==> config.mk <==
export PLATFORM = sky130hd
export DESIGN_NAME = slot_table_with_holes_top
export DESIGN_NICKNAME = d
export VERILOG_FILES = /design/src/hw/rtl/sth_pkg.sv /design/src/hw/rtl/slot_table_with_holes_top.sv /design/src/hw/rtl/sth_mem.sv /design/src/hw/rtl/sth_ctrl.sv /design/src/hw/rtl/sth_oreg.sv
export SDC_FILE = /design/constraint.sdc
export NUM_CORES = 2
export LEC_CHECK = 0
export ABC_AREA = 1
export BUFFER_PORTS_ARGS = -buffer_cell sky130_fd_sc_hd__buf_2
export CAP_MARGIN = 20
export CELL_PAD_IN_SITES_DETAIL_PLACEMENT = 1
export CELL_PAD_IN_SITES_GLOBAL_PLACEMENT = 2
export CORE_UTILIZATION = 30
export CTS_CLUSTER_DIAMETER = 50
export DETAILED_ROUTE_END_ITERATION = 16
export PLACE_DENSITY_LB_ADDON = 0.3
export SLEW_MARGIN = 20
export SYNTH_ARGS = -nofsm -noshare
export SYNTH_HDL_FRONTEND = slang
export SYNTH_SLANG_ARGS = --single-unit
==> constraint.sdc <==
create_clock -name clk -period 18.1 [get_ports clk]
set_input_delay 1.81 -clock clk [delete_from_list [all_inputs] [get_ports clk]]
set_output_delay 1.81 -clock clk [all_outputs]
set_load 0.02 [all_outputs]
==> src/hw/rtl/sth_pkg.sv <==
// Shared types and constants for the slot table with holes.
// No dependencies.
package sth_pkg;

  localparam int HANDLE_W = 64;
  localparam int FUNC_W   = 3;
  localparam int IDX_W    = 7;
  localparam int IOUT_W   = 6;
  localparam int USED_W   = 7;
  localparam int CAP_W    = 7;
  localparam logic [CAP_W-1:0] CAP_RESET = 7'd64;

  typedef enum logic [FUNC_W-1:0] {
    FN_ADD      = 3'd0,
    FN_SET      = 3'd1,
    FN_REM_IDX  = 3'd2,
    FN_REM_VAL  = 3'd3,
    FN_GET      = 3'd4,
    FN_POP      = 3'd5,
    FN_PEEK     = 3'd6,
    FN_INDEX_OF = 3'd7
  } func_t;

  typedef enum logic [3:0] {
    ST_IDLE,
    ST_EXEC,
    ST_SCAN,
    ST_REMOVE,
    ST_READ,
    ST_TRIM_RD,
    ST_TRIM_CK,
    ST_DONE
  } state_t;

  typedef struct packed {
    logic                status;
    logic [HANDLE_W-1:0] handle_out;
    logic [IOUT_W-1:0]   index_out;
    logic [USED_W-1:0]   used_out;
  } res_t;

endpackage

==> src/hw/rtl/slot_table_with_holes_top.sv <==
// Top level of the slot table with holes.
// Depends on sth_pkg, sth_mem, sth_ctrl and sth_oreg.
//
// Usage: one operation per input transfer on in_valid/in_ready (func, handle,
// slot_index); one result per operation on out_valid/out_ready (status,
// handle_out, index_out, used_out). The capacity register must be written
// with cfg_we/cfg_data only while the block is idle; it is not enforced.
// Set, append and an add on an unfragmented table go from EXEC straight to
// DONE; get and peek pass through READ, and remove by index through REMOVE.
// Add while fragmented, remove by value and index-of scan the used
// slots at one memory read per cycle. Removing or popping the last slot
// then trims trailing empty slots one at a time, as each trim step waits
// on the registered read of the slot memory.
// Items are handled one at a time; the next input is taken once the result
// has moved into the output register.
// Reset clears the used count, the fragmented flag and the capacity (to 64);
// slot contents are not cleared. When the receiver stalls, one result waits
// in the output register while the next item is processed, and the block
// then holds that item's result until the register frees.
module slot_table_with_holes_top
  import sth_pkg::*;
#(
  parameter int SLOTS = 64
) (
  input  logic                clk,
  input  logic                rst,
  input  logic                cfg_we,
  input  logic [CAP_W-1:0]    cfg_data,
  input  logic                in_valid,
  output logic                in_ready,
  input  logic [FUNC_W-1:0]   func,
  input  logic [HANDLE_W-1:0] handle,
  input  logic [IDX_W-1:0]    slot_index,
  output logic                out_valid,
  input  logic                out_ready,
  output logic                status,
  output logic [HANDLE_W-1:0] handle_out,
  output logic [IOUT_W-1:0]   index_out,
  output logic [USED_W-1:0]   used_out
);

  localparam int AW = $clog2(SLOTS);

  logic                res_valid, res_ready;
  res_t                res, out_res;
  logic                mem_we;
  logic [AW-1:0]       mem_waddr, mem_raddr;
  logic [HANDLE_W-1:0] mem_wdata, mem_rdata;

  sth_mem #(
    .DEPTH (SLOTS),
    .AW    (AW),
    .DW    (HANDLE_W)
  ) u_mem (
    .clk   (clk),
    .we    (mem_we),
    .waddr (mem_waddr),
    .wdata (mem_wdata),
    .raddr (mem_raddr),
    .rdata (mem_rdata)
  );

  sth_ctrl #(
    .SLOTS (SLOTS),
    .AW    (AW)
  ) u_ctrl (
    .clk        (clk),
    .rst        (rst),
    .cfg_we     (cfg_we),
    .cfg_data   (cfg_data),
    .in_valid   (in_valid),
    .in_ready   (in_ready),
    .func       (func),
    .handle     (handle),
    .slot_index (slot_index),
    .res_valid  (res_valid),
    .res_ready  (res_ready),
    .res        (res),
    .mem_we     (mem_we),
    .mem_waddr  (mem_waddr),
    .mem_wdata  (mem_wdata),
    .mem_raddr  (mem_raddr),
    .mem_rdata  (mem_rdata)
  );

  sth_oreg u_oreg (
    .clk       (clk),
    .rst       (rst),
    .res_valid (res_valid),
    .res_ready (res_ready),
    .res       (res),
    .out_valid (out_valid),
    .out_ready (out_ready),
    .out_res   (out_res)
  );

  assign status     = out_res.status;
  assign handle_out = out_res.handle_out;
  assign index_out  = out_res.index_out;
  assign used_out   = out_res.used_out;

endmodule

==> src/hw/rtl/sth_mem.sv <==
// Slot storage: one write port and one registered read port.
// No package dependencies; a write to the address being read is forwarded.
module sth_mem #(
  parameter int DEPTH = 64,
  parameter int AW    = 6,
  parameter int DW    = 64
) (
  input  logic          clk,
  input  logic          we,
  input  logic [AW-1:0] waddr,
  input  logic [DW-1:0] wdata,
  input  logic [AW-1:0] raddr,
  output logic [DW-1:0] rdata
);

  logic [DW-1:0] mem [DEPTH];

  always_ff @(posedge clk) begin
    if (we) begin
      mem[waddr] <= wdata;
    end
    if (we && (waddr == raddr)) begin
      rdata <= wdata;
    end else begin
      rdata <= mem[raddr];
    end
  end

endmodule

==> src/hw/rtl/sth_ctrl.sv <==
// Operation sequencer: decodes one item, scans and updates the slot memory.
// Depends on sth_pkg; drives the ports of sth_mem.
module sth_ctrl
  import sth_pkg::*;
#(
  parameter int SLOTS = 64,
  parameter int AW    = 6
) (
  input  logic                clk,
  input  logic                rst,
  input  logic                cfg_we,
  input  logic [CAP_W-1:0]    cfg_data,
  input  logic                in_valid,
  output logic                in_ready,
  input  logic [FUNC_W-1:0]   func,
  input  logic [HANDLE_W-1:0] handle,
  input  logic [IDX_W-1:0]    slot_index,
  output logic                res_valid,
  input  logic                res_ready,
  output res_t                res,
  output logic                mem_we,
  output logic [AW-1:0]       mem_waddr,
  output logic [HANDLE_W-1:0] mem_wdata,
  output logic [AW-1:0]       mem_raddr,
  input  logic [HANDLE_W-1:0] mem_rdata
);

  localparam int UW = $clog2(SLOTS + 1);
  localparam int XW = (UW > CAP_W) ? UW : CAP_W;

  state_t              state, state_next;
  logic [CAP_W-1:0]    cap;
  logic [UW-1:0]       used, used_next;
  logic                frag, frag_next;
  func_t               func_q, func_q_next;
  logic [HANDLE_W-1:0] handle_q, handle_q_next;
  logic [IDX_W-1:0]    idx_q, idx_q_next;
  logic [UW-1:0]       ptr, ptr_next;
  logic [AW-1:0]       chk, chk_next;
  logic                pend, pend_next;
  logic [AW-1:0]       tgt, tgt_next;
  logic                ok, ok_next;
  logic [HANDLE_W-1:0] hout, hout_next;
  logic [IOUT_W-1:0]   iout, iout_next;

  logic [UW-1:0]       used_m1;
  logic [XW-1:0]       eff_cap;
  logic                can_app, app_req;
  logic                idx_gt_used, idx_eq_used, idx_ge_used;
  logic                used_zero, ptr_lt_used, tgt_is_last;
  logic [HANDLE_W-1:0] key;
  logic                found, rd_zero;

  assign used_m1     = used - UW'(1);
  assign eff_cap     = (XW'(cap) > XW'(SLOTS)) ? XW'(SLOTS) : XW'(cap);
  assign can_app     = XW'(used) < eff_cap;
  assign idx_gt_used = XW'(idx_q) > XW'(used);
  assign idx_eq_used = XW'(idx_q) == XW'(used);
  assign idx_ge_used = idx_gt_used || idx_eq_used;
  assign used_zero   = (used == '0);
  assign ptr_lt_used = ptr < used;
  assign tgt_is_last = UW'(tgt) == used_m1;
  assign key         = (func_q == FN_ADD) ? '0 : handle_q;
  assign found       = pend && (mem_rdata == key);
  assign rd_zero     = (mem_rdata == '0);

  assign in_ready  = (state == ST_IDLE);
  assign res_valid = (state == ST_DONE);
  assign res       = '{status: !ok, handle_out: hout, index_out: iout,
                       used_out: USED_W'(used)};

  always_comb begin
    state_next = state;
    unique case (state)
      ST_IDLE: begin
        if (in_valid) state_next = ST_EXEC;
      end
      ST_EXEC: begin
        unique case (func_q)
          FN_ADD:      state_next = frag ? ST_SCAN : ST_DONE;
          FN_SET:      state_next = ST_DONE;
          FN_REM_IDX:  state_next = idx_ge_used ? ST_DONE : ST_REMOVE;
          FN_REM_VAL:  state_next = ST_SCAN;
          FN_GET:      state_next = idx_ge_used ? ST_DONE : ST_READ;
          FN_POP:      state_next = used_zero ? ST_DONE : ST_READ;
          FN_PEEK:     state_next = used_zero ? ST_DONE : ST_READ;
          FN_INDEX_OF: state_next = ST_SCAN;
        endcase
      end
      ST_SCAN: begin
        priority if (found) begin
          state_next = (func_q == FN_REM_VAL) ? ST_REMOVE : ST_DONE;
        end else if (ptr_lt_used) begin
          state_next = ST_SCAN;
        end else begin
          state_next = ST_DONE;
        end
      end
      ST_REMOVE:  state_next = tgt_is_last ? ST_TRIM_RD : ST_DONE;
      ST_READ:    state_next = (func_q == FN_POP) ? ST_TRIM_RD : ST_DONE;
      ST_TRIM_RD: state_next = used_zero ? ST_DONE : ST_TRIM_CK;
      ST_TRIM_CK: state_next = rd_zero ? ST_TRIM_RD : ST_DONE;
      ST_DONE: begin
        if (res_ready) state_next = ST_IDLE;
      end
    endcase
  end

  always_comb begin
    used_next     = used;
    frag_next     = frag;
    func_q_next   = func_q;
    handle_q_next = handle_q;
    idx_q_next    = idx_q;
    ptr_next      = ptr;
    chk_next      = chk;
    pend_next     = pend;
    tgt_next      = tgt;
    ok_next       = ok;
    hout_next     = hout;
    iout_next     = iout;
    mem_we        = 1'b0;
    mem_waddr     = tgt;
    mem_wdata     = '0;
    mem_raddr     = '0;
    app_req       = 1'b0;
    unique case (state)
      ST_IDLE: begin
        func_q_next   = func_t'(func);
        handle_q_next = handle;
        idx_q_next    = slot_index;
        ok_next       = 1'b0;
        hout_next     = '0;
        iout_next     = '0;
      end
      ST_EXEC: begin
        ptr_next  = '0;
        pend_next = 1'b0;
        unique case (func_q)
          FN_ADD: begin
            if (!frag) app_req = 1'b1;
          end
          FN_SET: begin
            priority if (idx_eq_used) begin
              app_req = 1'b1;
            end else if (!idx_gt_used) begin
              mem_we    = 1'b1;
              mem_waddr = AW'(idx_q);
              mem_wdata = handle_q;
              ok_next   = 1'b1;
            end else begin
              ok_next = 1'b0;
            end
          end
          FN_REM_IDX:  tgt_next  = AW'(idx_q);
          FN_REM_VAL:  pend_next = 1'b0;
          FN_GET:      mem_raddr = AW'(idx_q);
          FN_POP:      mem_raddr = AW'(used_m1);
          FN_PEEK:     mem_raddr = AW'(used_m1);
          FN_INDEX_OF: pend_next = 1'b0;
        endcase
      end
      ST_SCAN: begin
        priority if (found) begin
          unique case (func_q)
            FN_ADD: begin
              mem_we    = 1'b1;
              mem_waddr = chk;
              mem_wdata = handle_q;
              ok_next   = 1'b1;
            end
            FN_REM_VAL: tgt_next = chk;
            default: begin
              iout_next = IOUT_W'(chk);
              ok_next   = 1'b1;
            end
          endcase
        end else if (ptr_lt_used) begin
          mem_raddr = AW'(ptr);
          chk_next  = AW'(ptr);
          ptr_next  = ptr + UW'(1);
          pend_next = 1'b1;
        end else if (func_q == FN_ADD) begin
          frag_next = 1'b0;
          app_req   = 1'b1;
        end else begin
          ok_next = 1'b0;
        end
      end
      ST_REMOVE: begin
        mem_we    = 1'b1;
        mem_waddr = tgt;
        ok_next   = 1'b1;
        if (tgt_is_last) begin
          used_next = used_m1;
        end else begin
          frag_next = 1'b1;
        end
      end
      ST_READ: begin
        hout_next = mem_rdata;
        ok_next   = 1'b1;
        if (func_q == FN_POP) begin
          mem_we    = 1'b1;
          mem_waddr = AW'(used_m1);
          used_next = used_m1;
        end
      end
      ST_TRIM_RD: mem_raddr = AW'(used_m1);
      ST_TRIM_CK: begin
        if (rd_zero) used_next = used_m1;
      end
      ST_DONE: ok_next = ok;
    endcase
    if (app_req && can_app) begin
      mem_we    = 1'b1;
      mem_waddr = AW'(used);
      mem_wdata = handle_q;
      used_next = used + UW'(1);
      ok_next   = 1'b1;
    end
  end

  always_ff @(posedge clk) begin
    if (rst) begin
      state <= ST_IDLE;
      cap   <= CAP_RESET;
      used  <= '0;
      frag  <= 1'b0;
      pend  <= 1'b0;
    end else begin
      state <= state_next;
      used  <= used_next;
      frag  <= frag_next;
      pend  <= pend_next;
      if (cfg_we) cap <= cfg_data;
    end
  end

  always_ff @(posedge clk) begin
    func_q   <= func_q_next;
    handle_q <= handle_q_next;
    idx_q    <= idx_q_next;
    ptr      <= ptr_next;
    chk      <= chk_next;
    tgt      <= tgt_next;
    ok       <= ok_next;
    hout     <= hout_next;
    iout     <= iout_next;
  end

endmodule

==> src/hw/rtl/sth_oreg.sv <==
// Output register that holds one finished result until it is taken.
// Depends on sth_pkg for the result type.
module sth_oreg
  import sth_pkg::*;
(
  input  logic clk,
  input  logic rst,
  input  logic res_valid,
  output logic res_ready,
  input  res_t res,
  output logic out_valid,
  input  logic out_ready,
  output res_t out_res
);

  logic vld;

  assign res_ready = !vld || out_ready;
  assign out_valid = vld;

  always_ff @(posedge clk) begin
    if (rst) begin
      vld <= 1'b0;
    end else if (res_ready) begin
      vld <= res_valid;
    end
  end

  always_ff @(posedge clk) begin
    if (res_valid && res_ready) out_res <= res;
  end

endmodule

# After elaboration in Yosys (flattened, before gate mapping)

Memory sizes are Yosys's and may differ from the RTL's. A register that Yosys moved wholly into a read port is not among the register bits.
Index checks and enable logic that the tools add are counted.

Add/subtract/negate cells: 3
Shifts and indexed selects: 0
Divide/modulo/power cells: 0
Muxes and demuxes: 83
Multiply operators: 0
Magnitude comparators: 4
Eq/ne operators: 36
Reduce and logical (&&, ||, !) cells: 29
Bitwise operators: 1

Operator list:

| operator              | number |
|---|---|
| $mux W64              | 7 |
| $pmux W64 S2          | 2 |
| $mux W6               | 14 |
| $eq A64 B64 Y1        | 1 |
| $logic_not A64 Y1     | 1 |
| $mux W7               | 7 |
| $pmux W6 S2           | 3 |
| $pmux W6 S3           | 2 |
| $pmux W4 S8           | 1 |
| $mux W1               | 26 |
| $pmux W4 S6           | 1 |
| $pmux W7 S3           | 1 |
| $eq A4 B3 Y1 const B  | 4 |
| $ne A2 B2 Y1 const B  | 8 |
| $add A7 B1 Y7 const B | 2 |
| $lt A7 B7 Y1          | 2 |
| $pmux W7 S2           | 1 |
| $eq A3 B3 Y1 const B  | 4 |
| $mux W3               | 4 |
| $mux W4               | 3 |
| $mux W2               | 5 |
| $ne A2 B1 Y1 const B  | 5 |
| $ne A3 B1 Y1 const B  | 3 |
| $reduce_and A3 Y1     | 3 |
| other kinds (27)      | 46 |

Output and inout port bits: 80
Word-level logic and storage cells: 176
Latch bits: 0
Bits in read-only memories: 0
Memories: 1
Bits in writable memories: 4096
Input bits: 86
Flip-flop bits (word level): 263

Memory list:

| name      | depth | bits a word | rd ports | clocked after memory_dff | wr ports | line          | source |
|---|---|---|---|---|---|---|---|
| u_mem.mem | 64    | 64          | 1        | 1                        | 1        | sth_mem.sv:16 | `logic [DW-1:0] mem [DEPTH];` |

# Longest topological paths before layout

Depth after elaboration: 10
Depth in mapped cells: 30
Depth with buffers taken out: 26

# Modules after synthesis

From an unflattened synthesis, not the netlist that was laid out.

Cells, all modules: 14702
Area, all modules: 177173.7 sq um

By module, submodules not included:

| module   | area an instance (sq um) | times used | seq. area each (sq um) | cells an instance |
|---|---|---|---|---|
| sth_mem  | 164195.0                 | 1          | 123118.1               | 13348 |
| sth_ctrl | 10588.9                  | 1          | 5295.1                 | 1270 |
| sth_oreg | 2389.8                   | 1          | 2362.3                 | 84 |

# Worst setup path after synthesis

No wires, ideal clock.

Path kind: flip-flop to output port
Start: register u_ctrl.state[0]
End: output port in_ready
Stages on the path, launching flop included: 4
Buffers on the path: 0
Data arrival time: 6.945 ns
Path slack: 9.345 ns
Data required time: 16.290 ns
Cells stage by stage: dfxtp_1 nor2_1 inv_1 nor2_1

Longest elaborated chain between the ends: 1

Ends and longest elaborated chain:

| item                   | line                            | source |
|---|---|---|
| start, declared        | sth_ctrl.sv:31                  | `state_t state, state_next;` |
| start signal, assigned | sth_ctrl.sv:232                 | `state <= state_next;` |
| $logic_not A4 Y1       | sth_ctrl.sv:67                  | `assign in_ready = (state == ST_IDLE);` |
| end, declared          | slot_table_with_holes_top.sv:30 | `output logic in_ready,` |

No other way between the ends.

==> flow_summary.yaml <==
outcome:
  outcome: "completed"
routing:
  viasPerCell: 5.40
  drtIter0Drc: 13900
  drc: 0
  firstDrtPassIters: 5
  vias: 125000
  wl_per_cell_um: 32.0
  ant_nets: 0
  wirelength_um: 742000
setup_path:
  worst_path_most_repeated_cell: "nand2_1"
  arrival_ns: 11.24
  critPathKind: "flip-flop to flip-flop"
  critPathMaxFanout: 132
  critPathCaptureType: "flip-flop"
  worstPathRequired_ns: 18.82
  cp_slowest_cell: "buf_4"
  reg2reg_slack_ns: 7.58
  critPathLaunchType: "flip-flop"
  cpPeakStageDelay_ns: 0.89
  r2r_end: "u_mem.mem[22][28]"
  rr_worst_depth: 28
placement:
  place_hpwl_um: 391000
  port_buffers: 165
  routabilityCongestion: 0.868
  place_ws_ns: 7.63
  placed_area_um2: 188000
logic_synthesis:
  synth_edf_count: 4337
  synth_compound_area_share_pct: 0.411
  synth_area_leaders: "edfxtp_1 73%, nand3_1 11%, nand2_1 9.6%"
  avgSynthCellArea_um2: 12.0
  yosysMostFrequentCell: "nand2_1"
  synthTopCellsByCount: "4537 x nand2_1, 4337 x edfxtp_1, 4035 x nand3_1"
  yosys.area_share.simple_pct: 22.5
  syn_area_um2: 177000
  synthFlopType: "edfxtp_1"
  postSynthCellCount: 14800
  synth_top_area_share_pct: 73.4
  synth-adder-area-share_pct: 0.162
  synth_top_family_by_area: "simple AND/OR/NAND/NOR gates"
  synthArstFlopShare_pct: 0
  synth_xor_xnor_area_share_pct: 0.0444
  synth_seq_cells: 4364
  synth_top_cell_by_area: "edfxtp_1"
  ys_warn_count: 0
  syn_nets: 14900
  muxShareOfSynthArea_pct: 0
  ys_seq_area_share_pct: 73.7
  yosysUniqueCellTypes: 51
sta:
  setup_viol: 0
  max_freq_ghz: 0.0950
  post-route-period-util_pct: 58.1
  finalSetupTns_ns: 0
  hold_slack_ns: 0.410
  drv_slew: 0
  rsz0062_at_grt: "false"
  min_period_ns: 10.52
  maxSlewHeadroom_pct: 12.3
  setup_slack_ns: 7.58
  finalHoldViolCount: 0
  finClkSkew_ns: 0.0547
  worst_slew_pin_slew_ns: 1.31
worst_hold_path:
  hold_class: "flip-flop to flip-flop"
  hold_start: "u_ctrl.hout[56]"
  hold_path_end: "u_oreg.out_res[69]"
  hold_path_depth: 0
clocking:
  cts_buffers: 539
  cts_root_buf: "clkbuf_16"
  postCtsSetupBuffers: 0
  htree_levels: 6
  cts_tree: "yes"
  cts.sinks: 4364
  clk_path_buf_depth: 4
  worstSkewPairLatency_ns: 1.13
  ctsHoldBuffers: 0
  clk_pin_slew_ns: 0.06
  post_cts_resized: 0
cells_and_area:
  design_area_um2: 205000
  layout-area-overhead-vs-synth_pct: 15.3
  multi_input_area_um2: 42100
  seq_area_um2: 131000
  n_fill_cell: 63100
  nNetsFinal: 15000
  drive_gt1_share_pct: 9.63
floorplan:
  coreArea_um2: 590000
  row_count: 282
  io_pins: 166
  die-area_um2: 595000
  die_w_um: 771
  initial_core_util_pct: 30.1
  die_y_um: 771
global_route:
  grtUsageTotal_pct: 24.2
  grt_overflow: 0
  grt_pass1_vias: 122000
  grt_max_degree: 157
  grt_pass1_wl_um: 1020000
  antenna_found_initial: 35
power_and_ir_drop:
  powerDensity_nw_per_um2: 171
  ir_worst_vdd_v: 0.000130
  p_leak_nw: 70.2
job:
  maxCapViolCount: 0
==> layout make-up <==
class,instances,area share (%)
tap,7810,4.77
inverter,201,0.399
timing repair buffer,527,2.05
clock inverter,305,1.41
multi-input combinational,9307,20.6
clock buffer,649,6.90
antenna,2,0.00245
sequential,4364,63.9
==> state kept, by name, indices dropped and copies added (netlist names), 7 cells and up, named ones only <==
register,flops
u_mem.mem,4096
u_oreg.out_res,78
u_ctrl.handle_q,64
u_ctrl.hout,64
u_ctrl.cap,7
u_ctrl.idx_q,7
u_ctrl.ptr,7
u_ctrl.used,7
==> report_power, final <==
part	internal (mW)	switching, mW	leakage (nW)
Sequential	11.6	0.268	35.9
Combinational	2.78	9.81	26.1
Clock	6.09	4.47	8.25
==> cell usage in the layout (no fill, tap or decap), types with 6 or more instances in the layout <==
master,instances
a21oi_1,34
buf_12,46
buf_2,165
buf_4,312
bufinv_16,34
clkbuf_1,98
clkbuf_16,549
clkinv_1,101
clkinv_2,74
clkinv_4,13
clkinv_8,12
clkinvlp_4,27
dfxtp_1,21
dfxtp_4,6
edfxtp_1,4337
ha_1,23
inv_1,187
inv_16,9
inv_6,33
inv_8,7
nand2_1,4537
nand2_2,7
nand2_4,7
nand3_1,4035
nand3_2,7
nand3_4,6
nand3b_1,44
nand4_1,32
nand4_2,6
nor2_1,303
nor2_4,136
nor3_1,10
nor4_1,8
o21ai_0,62
xor2_1,8
==> how the worst max path moves through the flow <==
| stage | start | end | slack, ns | cells after the start |
|---|---|---|---|---|
| 3_5_place_dp | flip-flop | u_mem.mem[61][25] | 7.63 | 26 |
| 6_report | flip-flop | u_mem.mem[22][28] | 7.58 | 28 |
| 5_1_grt | flip-flop | u_mem.mem[22][36] | 7.30 | 28 |
| 2_1_floorplan | u_ctrl.state[0] | in_ready | 9.35 | 3 |
| 4_1_cts | flip-flop | u_mem.mem[61][48] | 7.62 | 26 |
| 3_3_place_gp | flip-flop | u_mem.mem[22][46] | 7.72 | 26 |
==> per-layer routing <==
metal	global-route usage, %	routed length [µm]
met2	38.7	342000
met1	34.1	322000
met3	3.18	50400
met4	8.03	27300
met5	0	34
==> worst max-delay path, delay by kind of cell (launching register included) <==
family / cells / cell delay, ns
simple gates: 21 / 4.63
buf+inv: 6 / 4.30
flops: 1 / 0.47
compound gates: 1 / 0.30
==> cell families after synthesis <==
group                    Yosys count
AO/OA/AOI/OAI                    128
XOR/XNOR                           9
adder cells (fa/ha/maj)           23
buffers and inverters           1124
flip-flops                      4364
AND/OR/NAND/NOR                 9147
==> metrics by stage <==
step                std cells  power [mW]  utilization [%]
floorplan               14800        19.2                -
global route            23200        36.4             34.7
CTS                     23200        35.1             34.7
finish                  23200        35.0             34.7
detailed placement      22200        24.5             31.8
global placement        22200        24.5             31.8
No activity file was read; power rests on OpenSTA's default activity.
